`config.mk`:
```
export PLATFORM = sky130hd
export DESIGN_NAME = can_id_mask_filter_dispatch_unit
export DESIGN_NICKNAME = d
export VERILOG_FILES = /design/src/hdl/cimfd_pkg.sv /design/src/hdl/cimfd_cell.sv /design/src/hdl/can_id_mask_filter_dispatch_unit.sv
export VERILOG_INCLUDE_DIRS = /design/src /design/src/hdl
export SDC_FILE = /design/constraint.sdc
export NUM_CORES = 2
export LEC_CHECK = 0
export BUFFER_PORTS_ARGS = -buffer_cell sky130_fd_sc_hd__buf_2
export CORE_MARGIN = 2
export CORE_UTILIZATION = 65
export DETAILED_ROUTE_END_ITERATION = 16
export PLACE_DENSITY = 0.8
export SLEW_MARGIN = 20
export SYNTH_ARGS = -nofsm -noshare
export SYNTH_HDL_FRONTEND = slang
export SYNTH_SLANG_ARGS = --single-unit
```
`constraint.sdc`:
```
create_clock -name clk -period 13.85 [get_ports clk]
set_clock_uncertainty 0.05 [all_clocks]
set_input_delay 1.385 -clock clk [delete_from_list [all_inputs] [get_ports clk]]
set_output_delay 1.385 -clock clk [all_outputs]
set_load 0.05 [all_outputs]
```
`src/hdl/can_id_mask_filter_dispatch_unit_macros.svh`:
```
// assertion macros for the can id mask filter dispatch unit
// expects clk and rst in the scope of each use
`ifndef CAN_ID_MASK_FILTER_DISPATCH_UNIT_MACROS_SVH
`define CAN_ID_MASK_FILTER_DISPATCH_UNIT_MACROS_SVH

// condition now implies a consequence in the same cycle
`define CIMFD_ASSERT_NOW(lbl, pre, post, msg) \
  lbl: assert property (@(posedge clk) disable iff (rst) (pre) |-> (post)) \
    else $error(msg);

// condition now implies a consequence in the next cycle
`define CIMFD_ASSERT_NEXT(lbl, pre, post, msg) \
  lbl: assert property (@(posedge clk) disable iff (rst) (pre) |=> (post)) \
    else $error(msg);

`endif

```
`src/hdl/cimfd_pkg.sv`:
```
// shared types, codes and helpers of the can id mask filter dispatch unit
// no dependencies
package cimfd_pkg;

  localparam int unsigned FILTER_SLOTS_DEF = 16;
  localparam int unsigned ID_W             = 29;
  localparam int unsigned VEC_W            = 16;
  // wide enough for a count up to 127
  localparam int unsigned CNT_W            = 7;
  localparam int unsigned OUT_CNT_W        = 5;
  localparam logic [CNT_W-1:0] OUT_CNT_MAX = CNT_W'(31);

  typedef enum logic [1:0] {
    STATUS_OK         = 2'd0,
    STATUS_NO_HANDLER = 2'd1,
    STATUS_FULL       = 2'd2
  } status_t;

  localparam logic [1:0] FMT_STD = 2'd0;
  localparam logic [1:0] FMT_EXT = 2'd1;

  typedef struct packed {
    logic [ID_W-1:0] id;
    logic [ID_W-1:0] mask;
    logic [1:0]      fmt;
  } filter_t;

  // frame query walking down the cell row
  typedef struct packed {
    logic             valid;
    logic [ID_W-1:0]  id;
    logic             ext;
    logic [CNT_W-1:0] remain;
    logic [VEC_W-1:0] pos;
    logic [VEC_W-1:0] vec;
    logic             any;
  } query_t;

  function automatic logic [OUT_CNT_W-1:0] sat_count(input logic [CNT_W-1:0] c);
    logic [OUT_CNT_W-1:0] r;
    if (c > OUT_CNT_MAX) begin
      r = OUT_CNT_W'(OUT_CNT_MAX);
    end else begin
      r = c[OUT_CNT_W-1:0];
    end
    return r;
  endfunction

endpackage

```
`src/hdl/cimfd_cell.sv`:
```
// one filter slot of the acceptance table: holds a filter and checks a passing query
// depends on cimfd_pkg
module cimfd_cell (
  input  logic             clk,
  input  logic             rst,
  input  logic             wr_en,
  input  cimfd_pkg::filter_t wr_filter,
  input  cimfd_pkg::query_t  q_in,
  output cimfd_pkg::query_t  q_out
);
  import cimfd_pkg::*;

  filter_t filt;
  query_t  q_next;
  logic    active;
  logic    fmt_ok;
  logic    hit;

  always_ff @(posedge clk) begin
    if (wr_en) begin
      filt <= wr_filter;
    end
  end

  always_comb begin
    active = (q_in.remain != '0);
    fmt_ok = !(((filt.fmt == FMT_STD) && q_in.ext) || ((filt.fmt == FMT_EXT) && !q_in.ext));
    hit    = active && fmt_ok && (((q_in.id ^ filt.id) & ~filt.mask) == '0);
    q_next        = q_in;
    q_next.remain = active ? (q_in.remain - CNT_W'(1)) : '0;
    q_next.pos    = q_in.pos << 1;
    if (hit) begin
      q_next.vec = q_in.vec | q_in.pos;
      q_next.any = 1'b1;
    end
  end

  always_ff @(posedge clk) begin
    if (rst) begin
      q_out.valid <= 1'b0;
    end else begin
      q_out.valid <= q_next.valid;
    end
    q_out.id     <= q_next.id;
    q_out.ext    <= q_next.ext;
    q_out.remain <= q_next.remain;
    q_out.pos    <= q_next.pos;
    q_out.vec    <= q_next.vec;
    q_out.any    <= q_next.any;
  end

endmodule

```
`src/hdl/can_id_mask_filter_dispatch_unit.sv`:
```
// register item: the result is captured at accept and moves to the output register from hold
// frame item: the query walks down the cell row, registered in every cell, and the result is
//   captured when it leaves the last cell; the next accept waits until the output register takes it
// rst (synchronous) empties the table (count 0), clears default_enable and all valids
// filter contents are not cleared; slots at or above the count never take part
module can_id_mask_filter_dispatch_unit #(
  parameter int unsigned FILTER_SLOTS = cimfd_pkg::FILTER_SLOTS_DEF
) (
  input  logic        clk,
  input  logic        rst,
  input  logic        cfg_we,
  input  logic        cfg_wdata,
  input  logic        in_valid,
  output logic        in_ready,
  input  logic        kind,
  input  logic [28:0] frame_id,
  input  logic        frame_extended,
  input  logic [28:0] filter_id,
  input  logic [28:0] filter_mask,
  input  logic [1:0]  filter_format,
  input  logic        filter_has_handler,
  output logic        out_valid,
  input  logic        out_ready,
  output logic [1:0]  status,
  output logic [15:0] match_vector,
  output logic        default_taken,
  output logic [4:0]  filter_count
);
  import cimfd_pkg::*;

  `include "can_id_mask_filter_dispatch_unit_macros.svh"

  localparam int unsigned CW = $clog2(FILTER_SLOTS + 1);

  // sequencer: idle takes a transaction, walk waits for the query to leave
  // the last cell, hold waits for the output register to be free
  typedef enum logic [2:0] {
    ST_IDLE = 3'b001,
    ST_WALK = 3'b010,
    ST_HOLD = 3'b100
  } state_t;

  state_t state, state_next;

  logic          default_enable;
  logic [CW-1:0] count;
  logic [CW-1:0] count_next;

  // result waiting to move into the output register
  status_t        pend_status;
  logic [VEC_W-1:0] pend_vec;
  logic           pend_def;
  logic [OUT_CNT_W-1:0] pend_count;

  logic accept;
  logic reg_ok;
  logic out_load;
  status_t reg_status;

  filter_t new_filter;
  query_t  q_chain [0:FILTER_SLOTS];
  query_t  q_tail;

  assign accept   = in_valid && in_ready;
  assign in_ready = (state == ST_IDLE);
  assign out_load = (state == ST_HOLD) && (!out_valid || out_ready);
  assign q_tail   = q_chain[FILTER_SLOTS];

  // register decision: missing handler wins over a full table
  always_comb begin
    reg_ok     = 1'b0;
    reg_status = STATUS_OK;
    if (!filter_has_handler) begin
      reg_status = STATUS_NO_HANDLER;
    end else if (count == CW'(FILTER_SLOTS)) begin
      reg_status = STATUS_FULL;
    end else begin
      reg_ok = 1'b1;
    end
  end

  assign new_filter = '{id: filter_id, mask: filter_mask, fmt: filter_format};

  // query enters the first cell on the accept edge of a frame
  always_comb begin
    q_chain[0].valid  = accept && kind;
    q_chain[0].id     = frame_id;
    q_chain[0].ext    = frame_extended;
    q_chain[0].remain = CNT_W'(count);
    q_chain[0].pos    = VEC_W'(1);
    q_chain[0].vec    = '0;
    q_chain[0].any    = 1'b0;
  end

  // row of filter cells, the append slot is the current count
  for (genvar i = 0; i < FILTER_SLOTS; i++) begin : g_cell
    cimfd_cell u_cell (
      .clk       (clk),
      .rst       (rst),
      .wr_en     (accept && !kind && reg_ok && (count == CW'(i))),
      .wr_filter (new_filter),
      .q_in      (q_chain[i]),
      .q_out     (q_chain[i+1])
    );
  end

  always_comb begin
    count_next = count;
    if (accept && !kind && reg_ok) begin
      count_next = count + CW'(1);
    end
  end

  // next state
  always_comb begin
    state_next = state;
    unique case (state)
      ST_IDLE: begin
        if (accept) begin
          state_next = kind ? ST_WALK : ST_HOLD;
        end
      end
      ST_WALK: begin
        if (q_tail.valid) begin
          state_next = ST_HOLD;
        end
      end
      ST_HOLD: begin
        if (out_load) begin
          state_next = ST_IDLE;
        end
      end
      default: state_next = ST_IDLE;
    endcase
  end

  always_ff @(posedge clk) begin
    if (rst) begin
      state          <= ST_IDLE;
      count          <= '0;
      default_enable <= 1'b0;
      out_valid      <= 1'b0;
    end else begin
      state <= state_next;
      count <= count_next;
      if (cfg_we) begin
        default_enable <= cfg_wdata;
      end
      if (out_load) begin
        out_valid <= 1'b1;
      end else if (out_ready) begin
        out_valid <= 1'b0;
      end
    end
  end

  // pending result: register transactions at accept, frames when the query leaves the row
  always_ff @(posedge clk) begin
    if (accept && !kind) begin
      pend_status <= reg_status;
      pend_vec    <= '0;
      pend_def    <= 1'b0;
      pend_count  <= sat_count(CNT_W'(count_next));
    end else if ((state == ST_WALK) && q_tail.valid) begin
      pend_status <= STATUS_OK;
      pend_vec    <= q_tail.vec;
      pend_def    <= !q_tail.any && default_enable;
      pend_count  <= sat_count(CNT_W'(count));
    end
  end

  // output register
  always_ff @(posedge clk) begin
    if (out_load) begin
      status        <= pend_status;
      match_vector  <= pend_vec;
      default_taken <= pend_def;
      filter_count  <= pend_count;
    end
  end

  `CIMFD_ASSERT_NEXT(a_accept_leaves_idle, accept, !in_ready,
    "input taken while a transaction is in flight")
  `CIMFD_ASSERT_NOW(a_tail_only_in_walk, q_tail.valid, state == ST_WALK,
    "query left the cell row outside of a frame walk")
  `CIMFD_ASSERT_NOW(a_count_in_range, 1'b1, count <= CW'(FILTER_SLOTS),
    "filter count beyond table size")
  `CIMFD_ASSERT_NOW(a_default_no_match, out_valid && default_taken, match_vector == '0,
    "default route taken with a filter match")

endmodule

```
==> qor.csv <==
stage,metric,value,unit
run_status,status,completed,
pwr,P_leak,21.0,nW
hold_path,Worst Hold Class,flop to flop,
timing,Tmin final,3.60,ns
clock_network,Clock Latency Late Sink,0.75,ns
global_routing,Congestion Overflow GR,0,
die,row count,105,
global_routing,largest net degree at the start of global routing,61,
place,Post-DP HPWL,76600,microns
place,pre-CTS setup slack,9.61,ns
setup_path,critical path data arrival time,3.91,ns
global_routing,GRT Overall Usage,0.288,
clock_network,# hold bufs at CTS,0,
route,Antenna Violating Nets Remaining,0,
timing,setup violators final,0,
synthesis,"flops & latches, synth",1739,
route,Residual DRC,0,
cells_and_area,area grow syn2layout,13.8,%
timing,Slew Limit Fails,0,
route,1st-iter DRT viols,2752,
clock_network,Max clock buf depth,3,
timing,worst setup margin,10.25,ns
clock_network,PostCTS Resize Cnt,0,
cells_and_area,nets,3499,
synthesis,Async SR Flop Fraction,0,
clock_network,CTS Buf Count,156,
timing,post-route clock period utilization,0.260,
timing,Post-Route Setup TNS,0,ns
global_routing,antenna violations before repair,6,
cells_and_area,share of layout cells above drive strength 1,0.119,
timing,"Hold Vio Cnt, Final",0,
synthesis,"Seq/Total Area, Yosys",0.825,
route,via count,27000,
clock_network,CTS tree,built,
setup_path,CP endpoint kind,flop,
die,Chip Height,293,microns
global_routing,vias in the first global route,28100,
setup_path,CP Launch Type,input port,
flow_run,max_cap viols,0,
die,IO Pins,124,
setup_path,crit path kind,input port to flop,
timing,Slew @ Worst Pin,1.08,ns
die,Core Area,0.0824,sq mm
route,Post-Route WL,122000,microns
synthesis,top_reg_cell synth,edfxtp_1,
setup_path,Critical Path RT,14.16,ns
die,Die Area,0.0857,sq mm
place,GPL Wtd Cong,0.892,
clock_network,setup bufs post-CTS,0,
route,first-pass iteration count of the detailed router,5,
clock_network,H-Tree Depth,4,
synthesis,cells after synthesis,3086,
die,Die Wd,293,microns
place,Port-buffer cells,123,
synthesis,Syn Area/Cell,17.6,sq um
die,Initial Util,0.658,
setup_path,crit path max fanout,60,
clock_network,CTS root buf,clkbuf_16,
synthesis,synthesized cell area,0.0542,sq mm
timing,FMAX,278,MHz
synthesis,"EDFF count, synth",991,
synthesis,YS warnings,0,
timing,normalized max-slew margin,0.273,
clock_network,Sink Count,1739,
global_routing,first-pass GRT wire length,177000,microns
synthesis,post-synth cell types,44,
timing,unrepaired setup endpoints after global routing,no,
pwr,Power per Cell Area,178,mW/mm^2
route,vias per cell,5.90,
cells_and_area,"Core Util, Final",0.749,
clock_network,Worst-path clk slew,0.06,ns
synthesis,syn nets,3218,
pwr,maximum VDD drop,0.142,mV
route,wire per inst,26.7,microns
[flip-flops by register name, summed over array words and instances, names as in the netlist]
name and cells:
count 5, default_enable 1, default_taken 1, filter_count 5
g_cell.u_cell.filt 960, g_cell.u_cell.q_out 721, match_vector 16, out_valid 1
pend_count 5, pend_def 1, pend_status 2, pend_vec 16
state 3, status 2
[critical path, stage by stage]
cell and delay, ns:
buf_2 0.12, nand4bb_4 0.17, nor2_2 0.74, nand3_1 0.54, nor2_4 0.23, buf_4 0.63
[routing by layer]
| metal | vias to the layer above | GRT usage | wire length (microns) |
|---|---|---|---|
| met3 | 299 | 0.0492 | 9830 |
| met1 | 13500 | 0.352 | 44200 |
| met2 | 1332 | 0.495 | 61600 |
| met5 | - | 0 | 13 |
| li1 | 11800 | - | - |
| met4 | 2 | 0.153 | 6610 |
[metrics by stage]
step / power (mW) / area, sq um / std cells / hold slack (ns)
6_report: 11.0 / 61700 / 4575 / 0.261
5_1_grt: 11.3 / 61700 / 4573 / 0.273
4_1_cts: 11.0 / 61700 / 4572 / 0.264
3_5_place_dp: 6.65 / 56300 / 4279 / 0.262
3_3_place_gp: 6.59 / 56300 / 4279 / 0.260
2_1_floorplan: 6.38 / 54200 / 3086 / 0.260
[power by group]
| part | internal, mW | total (mW) | switching (mW) |
|---|---|---|---|
| Combinational | 0.290 | 0.695 | 0.405 |
| Clock | 2.55 | 4.39 | 1.84 |
| Sequential | 5.68 | 5.88 | 0.194 |
[kinds of logic after synthesis]
kind of cell | synth area share
compound gates | 0.0334
xor+xnor | 0.0869
fa+ha+maj | 0.00785
buf+inv | 0.00388
flops | 0.825
mux | 0.00143
simple gates | 0.0415
[cells in the mapped netlist, types with 2 or more instances]
master	instances	area share
or4_1	3	0.00042
xnor2_1	524	0.085
inv_1	39	0.0027
a31oi_1	2	0.00023
nor4_1	76	0.0088
and3_1	4	0.00046
clkbuf_1	12	0.00083
xor2_1	14	0.0023
buf_2	3	0.00028
nand3b_1	3	0.00042
nand4_1	2	0.00023
nand3_1	6	0.00055
or3_1	8	0.00092
dfxtp_1	748	0.28
nor4b_1	7	0.0011
o22ai_1	237	0.027
nor4b_4	7	0.0031
o21ai_0	5	0.00046
nor3_1	42	0.0039
ha_1	34	0.0078
nor2_1	135	0.0093
edfxtp_1	991	0.55
nor3b_1	8	0.0011
nand2b_1	4	0.00046
a21oi_1	20	0.0018
nand2_1	84	0.0058
nor2b_1	21	0.0024
mux2_2	6	0.0012
o21bai_1	14	0.0019
a21o_1	7	0.00097
and3b_1	7	0.0011
[layout make-up]
type	instances	area [sq um]
flip-flops and latches	1739	44700
fillers	4363	20700
multi-input cells	1292	9370
clock buffers	248	4880
well taps	1070	1340
repair buffers	139	736
clock inverters	45	493
inverters	39	146
diodes	3	7.51
[final timing paths]
path	from	cells past startpoint	slack, ns	to
setup / recovery	in_valid	6	10.25	g_cell[1].u_cell.filt[51]
hold / removal	g_cell[12].u_cell.q_out[4]	0	0.26	g_cell[13].u_cell.q_out[4]
setup reg to reg	state[1]	5	10.48	g_cell[1].u_cell.filt[51]
hold reg to reg	g_cell[12].u_cell.q_out[4]	0	0.26	g_cell[13].u_cell.q_out[4]
[placed cells by master (no fill, tap or decap), types with 8 or more instances in the layout]
master and n:
nor3b_1 8, nor2b_1 20, dfxtp_1 748, xor2_1 14, inv_1 39, buf_4 16, a21oi_1 20, clkbuf_16 169
or3_1 8, nand2_1 84, ha_1 34, buf_2 123, clkbuf_1 44, nor3_1 36, edfxtp_1 991, clkinv_2 18
nor4_1 70, xnor2_1 524, o22ai_1 237, o21bai_1 14, clkbuf_8 35, nor2_1 133
(Power assumes the default switching activity.)
